[src/rtl/core/lfps_pkg.sv]
package lfps_pkg;

  localparam int ERR_W   = 9;
  localparam int SUM_W   = 16;
  localparam int DERR_W  = 10;
  localparam int TERM_W  = 27;
  localparam int MAG_W   = 26;
  localparam int RECIP_W = MAG_W + 1;
  localparam int PROD_W  = MAG_W + RECIP_W;
  localparam int DRV_W   = MAG_W + 2;
  localparam int CFG_W   = 16;

  localparam int SCALE_DIVISOR_DEF = 64;
  localparam int TURN_DEADBAND     = 5;

  localparam logic [14:0] INTEG_LIMIT_RST = 15'd1000;
  localparam logic [6:0]  BASE_SPEED_RST  = 7'd30;
  localparam logic [7:0]  NEAR_WHITE_RST  = 8'd60;
  localparam logic [7:0]  NEAR_BLACK_RST  = 8'd180;
  localparam logic [15:0] LOST_LIMIT_RST  = 16'd100;

  localparam logic signed [7:0] DRIVE_MAX = 8'sd100;
  localparam logic signed [7:0] DRIVE_MIN = -8'sd100;

  typedef enum logic [1:0] {
    MODE_IDLE  = 2'd0,
    MODE_TRACK = 2'd1,
    MODE_LOST  = 2'd2
  } mode_t;

  typedef enum logic [1:0] {
    TURN_FWD   = 2'd0,
    TURN_RIGHT = 2'd1,
    TURN_LEFT  = 2'd2
  } turn_t;

  typedef enum logic [2:0] {
    CFG_PROP_GAIN   = 3'd0,
    CFG_INTEG_GAIN  = 3'd1,
    CFG_DERIV_GAIN  = 3'd2,
    CFG_INTEG_LIMIT = 3'd3,
    CFG_BASE_SPEED  = 3'd4,
    CFG_NEAR_WHITE  = 3'd5,
    CFG_NEAR_BLACK  = 3'd6,
    CFG_LOST_LIMIT  = 3'd7
  } cfg_index_t;

  typedef struct packed {
    logic [9:0]  prop_gain;
    logic [9:0]  integ_gain;
    logic [9:0]  deriv_gain;
    logic [14:0] integ_limit;
    logic [6:0]  base_speed;
    logic [7:0]  near_white;
    logic [7:0]  near_black;
    logic [15:0] lost_limit;
  } cfg_t;

  typedef struct packed {
    logic                      pid;
    mode_t                     mode;
    logic signed [ERR_W-1:0]   err;
    logic signed [SUM_W-1:0]   sum;
    logic signed [DERR_W-1:0]  derr;
  } s1_t;

  typedef struct packed {
    logic              pid;
    mode_t             mode;
    logic              neg;
    logic [MAG_W-1:0]  quot;
  } res_t;

  typedef struct packed {
    logic s2;
    logic s3;
    logic s4;
    logic s5;
  } math_load_t;

endpackage

[src/rtl/core/lfps_ctrl.sv]
module lfps_ctrl (
  input  logic              clk,
  input  logic              rst,
  input  logic              accept,
  input  logic              action,
  input  logic [7:0]        left_sample,
  input  logic [7:0]        right_sample,
  input  lfps_pkg::cfg_t    cfg,
  output lfps_pkg::mode_t   mode,
  output lfps_pkg::s1_t     s1
);

  logic [15:0]                              white_run;
  logic signed [lfps_pkg::SUM_W-1:0]        error_sum;
  logic signed [lfps_pkg::ERR_W-1:0]        prev_error;

  lfps_pkg::mode_t                          mode_next;
  logic [15:0]                              white_run_next;
  logic signed [lfps_pkg::SUM_W-1:0]        error_sum_next;
  logic signed [lfps_pkg::ERR_W-1:0]        prev_error_next;
  lfps_pkg::s1_t                            s1_next;

  logic [15:0]                              run_inc;
  logic                                     both_white;
  logic                                     any_black;
  logic signed [lfps_pkg::ERR_W-1:0]        err;
  logic signed [lfps_pkg::SUM_W:0]          sum_raw;
  logic signed [lfps_pkg::SUM_W:0]          lim;
  logic signed [lfps_pkg::SUM_W-1:0]        sum_clamped;

  assign run_inc    = (white_run == 16'hFFFF) ? white_run : white_run + 16'd1;
  assign both_white = (left_sample < cfg.near_white) && (right_sample < cfg.near_white);
  assign any_black  = (left_sample > cfg.near_black) || (right_sample > cfg.near_black);
  assign err        = signed'({1'b0, left_sample}) - signed'({1'b0, right_sample});
  assign sum_raw    = (lfps_pkg::SUM_W+1)'(error_sum) + (lfps_pkg::SUM_W+1)'(err);
  assign lim        = signed'({2'b00, cfg.integ_limit});

  always_comb begin
    if (sum_raw > lim) begin
      sum_clamped = lfps_pkg::SUM_W'(lim);
    end else if (sum_raw < -lim) begin
      sum_clamped = lfps_pkg::SUM_W'(-lim);
    end else begin
      sum_clamped = lfps_pkg::SUM_W'(sum_raw);
    end
  end

  always_comb begin
    mode_next       = mode;
    white_run_next  = white_run;
    error_sum_next  = error_sum;
    prev_error_next = prev_error;
    s1_next.pid     = 1'b0;
    s1_next.err     = err;
    s1_next.sum     = sum_clamped;
    s1_next.derr    = lfps_pkg::DERR_W'(err) - lfps_pkg::DERR_W'(prev_error);
    if (action) begin
      if (mode == lfps_pkg::MODE_IDLE) begin
        mode_next      = lfps_pkg::MODE_TRACK;
        white_run_next = '0;
      end else begin
        mode_next = lfps_pkg::MODE_IDLE;
      end
    end else begin
      case (mode)
        lfps_pkg::MODE_TRACK: begin
          if (both_white) begin
            white_run_next = run_inc;
          end else begin
            white_run_next = '0;
          end
          if (both_white && (run_inc > cfg.lost_limit)) begin
            mode_next = lfps_pkg::MODE_LOST;
          end else begin
            s1_next.pid     = 1'b1;
            error_sum_next  = sum_clamped;
            prev_error_next = err;
          end
        end
        lfps_pkg::MODE_LOST: begin
          if (any_black) begin
            mode_next = lfps_pkg::MODE_TRACK;
          end
        end
        default: begin
          mode_next = lfps_pkg::MODE_IDLE;
        end
      endcase
    end
    s1_next.mode = mode_next;
  end

  always_ff @(posedge clk) begin
    if (rst) begin
      mode       <= lfps_pkg::MODE_IDLE;
      white_run  <= '0;
      error_sum  <= '0;
      prev_error <= '0;
    end else if (accept) begin
      mode       <= mode_next;
      white_run  <= white_run_next;
      error_sum  <= error_sum_next;
      prev_error <= prev_error_next;
    end
  end

  always_ff @(posedge clk) begin
    if (accept) begin
      s1 <= s1_next;
    end
  end

endmodule

[src/rtl/core/lfps_math.sv]
module lfps_math #(
  parameter int SCALE_DIVISOR = lfps_pkg::SCALE_DIVISOR_DEF
) (
  input  logic                 clk,
  input  lfps_pkg::math_load_t load,
  input  lfps_pkg::cfg_t       cfg,
  input  lfps_pkg::s1_t        s1,
  output lfps_pkg::res_t       res
);

  // Division by the scale is a multiply by a rounded-up reciprocal, exact for
  // every magnitude below two to the MAG_W.
  localparam int RECIP_SHIFT = lfps_pkg::MAG_W + $clog2(SCALE_DIVISOR);
  localparam logic [63:0] RECIP_FULL =
    ((64'd1 << RECIP_SHIFT) + 64'(SCALE_DIVISOR) - 64'd1) / 64'(SCALE_DIVISOR);
  localparam logic [lfps_pkg::RECIP_W-1:0] RECIP = lfps_pkg::RECIP_W'(RECIP_FULL);

  localparam int TW = lfps_pkg::TERM_W;

  logic                    s2_pid;
  lfps_pkg::mode_t         s2_mode;
  logic signed [TW-1:0]    p_term;
  logic signed [TW-1:0]    i_term;
  logic signed [TW-1:0]    d_term;

  logic                    s3_pid;
  lfps_pkg::mode_t         s3_mode;
  logic signed [TW-1:0]    pid_sum;

  logic                    s4_pid;
  lfps_pkg::mode_t         s4_mode;
  logic                    s4_neg;
  logic [lfps_pkg::MAG_W-1:0] mag;

  logic                    s5_pid;
  lfps_pkg::mode_t         s5_mode;
  logic                    s5_neg;
  logic [lfps_pkg::PROD_W-1:0] prod;

  logic signed [TW-1:0]    err_ext;
  logic signed [TW-1:0]    sum_ext;
  logic signed [TW-1:0]    derr_ext;
  logic signed [TW-1:0]    pg;
  logic signed [TW-1:0]    ig;
  logic signed [TW-1:0]    dg;

  assign err_ext  = TW'(s1.err);
  assign sum_ext  = TW'(s1.sum);
  assign derr_ext = TW'(s1.derr);
  assign pg       = signed'(TW'(cfg.prop_gain));
  assign ig       = signed'(TW'(cfg.integ_gain));
  assign dg       = signed'(TW'(cfg.deriv_gain));

  always_ff @(posedge clk) begin
    if (load.s2) begin
      s2_pid  <= s1.pid;
      s2_mode <= s1.mode;
      p_term  <= err_ext * pg;
      i_term  <= sum_ext * ig;
      d_term  <= derr_ext * dg;
    end
    if (load.s3) begin
      s3_pid  <= s2_pid;
      s3_mode <= s2_mode;
      pid_sum <= p_term + i_term + d_term;
    end
    if (load.s4) begin
      s4_pid  <= s3_pid;
      s4_mode <= s3_mode;
      s4_neg  <= pid_sum[TW-1];
      mag     <= lfps_pkg::MAG_W'(pid_sum[TW-1] ? -pid_sum : pid_sum);
    end
    if (load.s5) begin
      s5_pid  <= s4_pid;
      s5_mode <= s4_mode;
      s5_neg  <= s4_neg;
      prod    <= lfps_pkg::PROD_W'(mag) * lfps_pkg::PROD_W'(RECIP);
    end
  end

  assign res.pid  = s5_pid;
  assign res.mode = s5_mode;
  assign res.neg  = s5_neg;
  assign res.quot = lfps_pkg::MAG_W'(prod >> RECIP_SHIFT);

endmodule

[src/rtl/core/lfps_drive.sv]
module lfps_drive (
  input  logic                clk,
  input  logic                rst,
  input  logic                load,
  input  logic [6:0]          base_speed,
  input  lfps_pkg::res_t      res,
  output logic signed [7:0]   left_drive,
  output logic signed [7:0]   right_drive,
  output logic [1:0]          run_state,
  output logic [1:0]          turn_dir
);

  localparam int DW = lfps_pkg::DRV_W;

  lfps_pkg::turn_t         last_turn;
  lfps_pkg::turn_t         last_turn_next;
  lfps_pkg::turn_t         turn;
  logic signed [DW-1:0]    base_ext;
  logic signed [DW-1:0]    quot_ext;
  logic signed [DW-1:0]    left_raw;
  logic signed [DW-1:0]    right_raw;
  logic signed [7:0]       left_clamped;
  logic signed [7:0]       right_clamped;
  logic signed [7:0]       left_next;
  logic signed [7:0]       right_next;

  function automatic logic signed [7:0] clamp_drive(input logic signed [DW-1:0] v);
    logic signed [7:0] r;
    if (v > DW'(lfps_pkg::DRIVE_MAX)) begin
      r = lfps_pkg::DRIVE_MAX;
    end else if (v < DW'(lfps_pkg::DRIVE_MIN)) begin
      r = lfps_pkg::DRIVE_MIN;
    end else begin
      r = 8'(v);
    end
    return r;
  endfunction

  assign base_ext      = signed'(DW'(base_speed));
  assign quot_ext      = signed'(DW'(res.quot));
  assign left_raw      = res.neg ? base_ext + quot_ext : base_ext - quot_ext;
  assign right_raw     = res.neg ? base_ext - quot_ext : base_ext + quot_ext;
  assign left_clamped  = clamp_drive(left_raw);
  assign right_clamped = clamp_drive(right_raw);

  always_comb begin
    if (res.quot < lfps_pkg::MAG_W'(lfps_pkg::TURN_DEADBAND)) begin
      turn = lfps_pkg::TURN_FWD;
    end else if (left_clamped > right_clamped) begin
      turn = lfps_pkg::TURN_RIGHT;
    end else begin
      turn = lfps_pkg::TURN_LEFT;
    end
  end

  always_comb begin
    if (res.pid) begin
      left_next      = left_clamped;
      right_next     = right_clamped;
      last_turn_next = turn;
    end else begin
      left_next      = '0;
      right_next     = '0;
      last_turn_next = last_turn;
    end
  end

  always_ff @(posedge clk) begin
    if (rst) begin
      last_turn <= lfps_pkg::TURN_FWD;
    end else if (load) begin
      last_turn <= last_turn_next;
    end
  end

  always_ff @(posedge clk) begin
    if (load) begin
      left_drive  <= left_next;
      right_drive <= right_next;
      run_state   <= res.mode;
      turn_dir    <= last_turn_next;
    end
  end

endmodule

[src/rtl/core/line_follow_pid_steering_unit.sv]
// Line-follow steering controller with a PID loop and a clamped integral.
// Input channel: in_valid/in_ready carry one transaction, either a pair of
// line-sensor samples (action low) or a start/stop toggle (action high).
// Output channel: out_valid/out_ready return exactly one transaction per
// input, in order, with both wheel drives, the run state and turn direction.
// Configuration: cfg_we writes cfg_data into register cfg_index;
// write only while no transaction is in flight.
// Throughput is one transaction per cycle while the receiver does not stall:
// mode and integral state update at acceptance, and the products, sum,
// magnitude, reciprocal scaling and clamp run in a five-stage pipeline
// behind it.
// Reset clears the mode to idle, the integral, last error and white-run
// count to zero, the turn direction to forward and the registers to their
// defaults; the pipeline is emptied.
// When the receiver stalls, results queue in the pipeline stages; in_ready
// drops only once every stage holds a transaction.
module line_follow_pid_steering_unit #(
  parameter int SCALE_DIVISOR = lfps_pkg::SCALE_DIVISOR_DEF
) (
  input  logic                        clk,
  input  logic                        rst,
  input  logic                        in_valid,
  output logic                        in_ready,
  input  logic                        action,
  input  logic [7:0]                  left_sample,
  input  logic [7:0]                  right_sample,
  output logic                        out_valid,
  input  logic                        out_ready,
  output logic signed [7:0]           left_drive,
  output logic signed [7:0]           right_drive,
  output logic [1:0]                  run_state,
  output logic [1:0]                  turn_dir,
  input  logic                        cfg_we,
  input  logic [2:0]                  cfg_index,
  input  logic [lfps_pkg::CFG_W-1:0]  cfg_data
);

  lfps_pkg::cfg_t       cfg;
  lfps_pkg::mode_t      mode;
  lfps_pkg::s1_t        s1;
  lfps_pkg::res_t       res;
  lfps_pkg::math_load_t load;

  logic v1, v2, v3, v4, v5;
  logic rdy2, rdy3, rdy4, rdy5, rdy_out;
  logic accept;
  logic load_out;

  always_ff @(posedge clk) begin
    if (rst) begin
      cfg.prop_gain   <= '0;
      cfg.integ_gain  <= '0;
      cfg.deriv_gain  <= '0;
      cfg.integ_limit <= lfps_pkg::INTEG_LIMIT_RST;
      cfg.base_speed  <= lfps_pkg::BASE_SPEED_RST;
      cfg.near_white  <= lfps_pkg::NEAR_WHITE_RST;
      cfg.near_black  <= lfps_pkg::NEAR_BLACK_RST;
      cfg.lost_limit  <= lfps_pkg::LOST_LIMIT_RST;
    end else if (cfg_we) begin
      case (lfps_pkg::cfg_index_t'(cfg_index))
        lfps_pkg::CFG_PROP_GAIN:   cfg.prop_gain   <= cfg_data[9:0];
        lfps_pkg::CFG_INTEG_GAIN:  cfg.integ_gain  <= cfg_data[9:0];
        lfps_pkg::CFG_DERIV_GAIN:  cfg.deriv_gain  <= cfg_data[9:0];
        lfps_pkg::CFG_INTEG_LIMIT: cfg.integ_limit <= cfg_data[14:0];
        lfps_pkg::CFG_BASE_SPEED:  cfg.base_speed  <= cfg_data[6:0];
        lfps_pkg::CFG_NEAR_WHITE:  cfg.near_white  <= cfg_data[7:0];
        lfps_pkg::CFG_NEAR_BLACK:  cfg.near_black  <= cfg_data[7:0];
        lfps_pkg::CFG_LOST_LIMIT:  cfg.lost_limit  <= cfg_data[15:0];
        default: begin
        end
      endcase
    end
  end

  assign rdy_out  = !out_valid || out_ready;
  assign rdy5     = !v5 || rdy_out;
  assign rdy4     = !v4 || rdy5;
  assign rdy3     = !v3 || rdy4;
  assign rdy2     = !v2 || rdy3;
  assign in_ready = !v1 || rdy2;
  assign accept   = in_valid && in_ready;

  assign load.s2  = v1 && rdy2;
  assign load.s3  = v2 && rdy3;
  assign load.s4  = v3 && rdy4;
  assign load.s5  = v4 && rdy5;
  assign load_out = v5 && rdy_out;

  always_ff @(posedge clk) begin
    if (rst) begin
      v1        <= 1'b0;
      v2        <= 1'b0;
      v3        <= 1'b0;
      v4        <= 1'b0;
      v5        <= 1'b0;
      out_valid <= 1'b0;
    end else begin
      if (in_ready) begin
        v1 <= in_valid;
      end
      if (rdy2) begin
        v2 <= v1;
      end
      if (rdy3) begin
        v3 <= v2;
      end
      if (rdy4) begin
        v4 <= v3;
      end
      if (rdy5) begin
        v5 <= v4;
      end
      if (rdy_out) begin
        out_valid <= v5;
      end
    end
  end

  lfps_ctrl u_ctrl (
    .clk          (clk),
    .rst          (rst),
    .accept       (accept),
    .action       (action),
    .left_sample  (left_sample),
    .right_sample (right_sample),
    .cfg          (cfg),
    .mode         (mode),
    .s1           (s1)
  );

  lfps_math #(
    .SCALE_DIVISOR (SCALE_DIVISOR)
  ) u_math (
    .clk  (clk),
    .load (load),
    .cfg  (cfg),
    .s1   (s1),
    .res  (res)
  );

  lfps_drive u_drive (
    .clk         (clk),
    .rst         (rst),
    .load        (load_out),
    .base_speed  (cfg.base_speed),
    .res         (res),
    .left_drive  (left_drive),
    .right_drive (right_drive),
    .run_state   (run_state),
    .turn_dir    (turn_dir)
  );

`ifndef SYNTHESIS
  a_toggle_changes_mode: assert property (@(posedge clk) disable iff (rst)
    accept && action |=> mode != $past(mode))
    else $error("A toggle transaction did not change the mode.");

  a_zero_drive_off_track: assert property (@(posedge clk) disable iff (rst)
    out_valid && (run_state != lfps_pkg::MODE_TRACK) |-> (left_drive == 8'sd0) &&
    (right_drive == 8'sd0))
    else $error("Nonzero drive while idle or lost.");

  a_drive_range: assert property (@(posedge clk) disable iff (rst)
    out_valid |-> (left_drive <= lfps_pkg::DRIVE_MAX) && (left_drive >= lfps_pkg::DRIVE_MIN) &&
    (right_drive <= lfps_pkg::DRIVE_MAX) && (right_drive >= lfps_pkg::DRIVE_MIN))
    else $error("Drive outside the allowed range.");

  a_full_only_on_stall: assert property (@(posedge clk) disable iff (rst)
    !in_ready |-> out_valid && !out_ready)
    else $error("Input stalled while the output was not stalled.");
`endif

endmodule

[config.mk]
export PLATFORM = sky130hd
export DESIGN_NAME = line_follow_pid_steering_unit
export DESIGN_NICKNAME = d
export VERILOG_FILES = /design/src/rtl/core/lfps_pkg.sv /design/src/rtl/core/lfps_ctrl.sv /design/src/rtl/core/lfps_math.sv /design/src/rtl/core/lfps_drive.sv /design/src/rtl/core/line_follow_pid_steering_unit.sv
export SDC_FILE = /design/constraint.sdc
export NUM_CORES = 2
export LEC_CHECK = 0
export BUFFER_PORTS_ARGS = -buffer_cell sky130_fd_sc_hd__clkbuf_2
export CORE_ASPECT_RATIO = 0.7
export CORE_UTILIZATION = 40
export DETAILED_ROUTE_END_ITERATION = 7
export GPL_TIMING_DRIVEN = 0
export REMOVE_ABC_BUFFERS = 1
export SLEW_MARGIN = 20
export SYNTH_ARGS = -nofsm -noshare
export SYNTH_HDL_FRONTEND = slang
export SYNTH_SLANG_ARGS = --single-unit
[constraint.sdc]
create_clock -name clk -period 9.9 [get_ports clk]
set_input_delay 0.99 -clock clk [delete_from_list [all_inputs] [get_ports clk]]
set_output_delay 0.99 -clock clk [all_outputs]
set_load 0.01 [all_outputs]
==> metrics <==
status completed; Sink Count ~340; Initial Utilization about two fifths; Final period util 66.8%; VDD IR-drop max between 0.1 and 0.15 mV; final instance area roughly 35000 sq um; critical path capture point type flip-flop; fin crit period between 6 and 7 ns; worst hold margin a little over 0.4 ns; Worst EP arrival around 7.1 ns; Post-synth top flop edfxtp_1; Slew Limit Headroom between 10% and 20%; vias in the first global route between 20000 and 25000; Leak roughly 15 nW; Cell variety after synth between 80 and 90; area grow syn2layout 8.20%; clk_skew 0.0353 ns; cell area after synthesis 32700 sq um; Post-CTS Repair Setup Buffers 0; CTS root buf clkbuf_16; Async SR Flop Fraction 0%; Yosys reg bits 342; commonest non-fill, non-tap cell in the layout inv_1; 1st-iter DRT viols about 1600; Slew @ Worst Pin around 1.2 ns; number of synthesized flops with an enable pin roughly 210; vias per cell between 5 and 6; average wire per cell in the routed design roughly 17 microns; later-pin clock latency in the skew report 0.56 ns; CTS tree yes; PnR worst setup slack around 3.3 ns; Antenna Nets Post-Route 0; Pre-Repair DR Iteration Count 6; routed wire length between 70000 and 80000 microns; FF/Latch Area ~8900 sq um; Ys Warns 0; HPWL Detailed around 61000 microns; Max Fclk ~150 MHz; Max Cap Viol 0; # H-tree levels 2; hold buffers post-CTS 0; worst hold path type reg -> reg; share of cells above drive strength 1 under 10%; via count about 24000; Synth area leaders edfxtp_1 19%, fa_1 18%, ha_1 13%; Die H 241 microns; final cell count without fillers approximately 4500; PostCTS Resize Cnt 0; Setup TNS 0 ns; input/output buffers 62; commonest non-fill, non-tap cells in the layout 422 x inv_1, 367 x nand2_1, 346 x ha_1; Yosys top cell by area edfxtp_1; Worst-path clk slew ~0.07 ns; # DRC 0; Max FO, Critical Path 16; Yosys top cell area share a little under a fifth; CTS buffer count 38; initial antenna violation count 4; worst slack, placed ~2.7 ns; Syn Area/Cell 9.52 sq um; largest net degree at the start of global routing 90; aggregate global routing overflow 0; RSZ-0062 raised after global routing no; critical path type in -> reg; Row Count between 80 and 90; Hold Startpoint u_math.mag[8]; clock tree buffer depth 3; crit path from left_sample[0]; Placer Congestion between 0.9 and 1; io pins 63; Cells after Synth about 3400; placed cell count between 4000 and 5000; DP Area between 30000 and 40000 sq um; final net count slightly above 4000; final hold vios 0; Setup violations, final 0; core area between 80000 and 90000 sq um; DIE WIDTH about 340 microns; multi-input logic area approximately 22000 sq um; final slew viol count 0; Cell Pwr Density 123 nW/um^2; Tot GR Track Use approximately a fifth; required time of the worst setup path 10.33 ns; CP Launch Type primary input; register area share after synthesis between 20% and 30%; first-pass GRT wire length 126000 microns; reg-to-reg startpoint u_math.prod[32]; die area 82800 sq um; fillers about 7700
through the flow:
stage	total power, mW	utilization (%)
6_report	4.35	43.8
5_1_grt	4.62	43.8
4_1_cts	4.39	43.8
3_5_place_dp	2.98	42.3
3_3_place_gp	2.96	41.9
2_1_floorplan	2.62	-
path summary, 6_finish.rpt:
check	to	slack, ns	depth (start not counted)
max	u_ctrl.error_sum[7]	3.28	25
min reg2reg	u_math.prod[34]	0.41	0
max reg2reg	u_drive.turn_dir[0]	3.29	20
min	u_math.prod[34]	0.41	0
power breakdown:
part           total [mW]  internal, mW  switching (mW)
logic                1.16         0.495           0.667
clock network        1.39         0.761           0.628
registers            1.80          1.65           0.152
total                4.35          2.90            1.45
logic make-up after synthesis:
logic type / synth area share (%)
compound gates: 12.5
xor+xnor: 4.61
flops: 27.3
fa+ha+maj: 31.5
mux: 1.46
buf+inv: 6.50
simple gates: 16.2
synthesized netlist by cell type, types with 6 or more instances:
cell type  count
a2111oi_0     12
a211o_1       25
a211oi_1      24
a21boi_0       8
a21o_1        56
a21oi_1      190
a22o_1        11
a22oi_1       17
a311oi_1       7
a31oi_1       22
and2_1       191
and3_1        17
and4_1         9
buf_1         10
buf_2          8
clkbuf_1     114
dfxtp_1      135
edfxtp_1     207
fa_1         297
ha_1         346
inv_1        423
mux2_2        13
mux2i_1       33
nand2_1      367
nand2b_1      45
nand3_1       46
nand3b_1      19
nand4_1       31
nor2_1       170
nor2b_1       41
nor3_1        45
nor4_1         9
o211ai_1      14
o21a_1        36
o21ai_0       80
o21bai_1      14
o22ai_1       13
o311ai_0       6
o31ai_1       14
or2_2         16
or3_1         21
xnor2_1      131
xor2_1        41
critical path, stage by stage:
cell	delay [ns]
clkbuf_2	0.09
inv_1	0.09
ha_1	0.15
inv_1	0.06
fa_1	0.40
a21o_1	0.18
a21oi_1	0.21
o21bai_1	0.09
a21oi_1	0.21
o21bai_1	0.11
a21oi_2	0.61
ha_1	0.40
o21a_1	0.21
or2_2	0.30
a2bb2oi_1	0.23
nand2_1	0.12
o311ai_0	0.61
ha_1	0.36
nand2_1	0.07
a31oi_1	0.12
a21oi_4	0.45
buf_16	0.22
mux2_2	0.33
o22a_1	0.23
o21a_1	0.19
layer usage:
metal	wire length [microns]	GRT usage (%)
met1	39800	29.6
met2	31000	27.7
met5	0	0
met4	1490	4.07
met3	5120	3.22
sequential cells by signal, summed over array words and instances (netlist names), 2 cells and up:
name                 cells
u_math.p_term           20
u_drive.turn_dir         2
u_math.s5_mode           2
u_ctrl.error_sum        16
u_math.s2_mode           2
u_math.pid_sum          27
u_math.s4_mode           2
u_drive.last_turn        2
u_math.d_term           21
u_drive.left_drive       8
cfg                     84
u_math.prod             20
u_ctrl.prev_error        9
u_ctrl.s1               38
u_drive.right_drive      8
u_ctrl.mode              2
u_drive.run_state        2
u_math.mag              20
u_math.s3_mode           2
u_math.i_term           27
u_ctrl.white_run        16
area by class of cell:
cell class | count | area share [%]
Antenna cell | 1 | 0.00708
Clock buffer | 44 | 2.81
Clock inverter | 26 | 0.570
Inverter | 424 | 4.50
Multi-Input combinational cell | 2528 | 61.5
Sequential cell | 342 | 25.2
Tap cell | 1068 | 3.78
Timing Repair Buffer | 74 | 1.63
(Power assumes the default switching activity.)
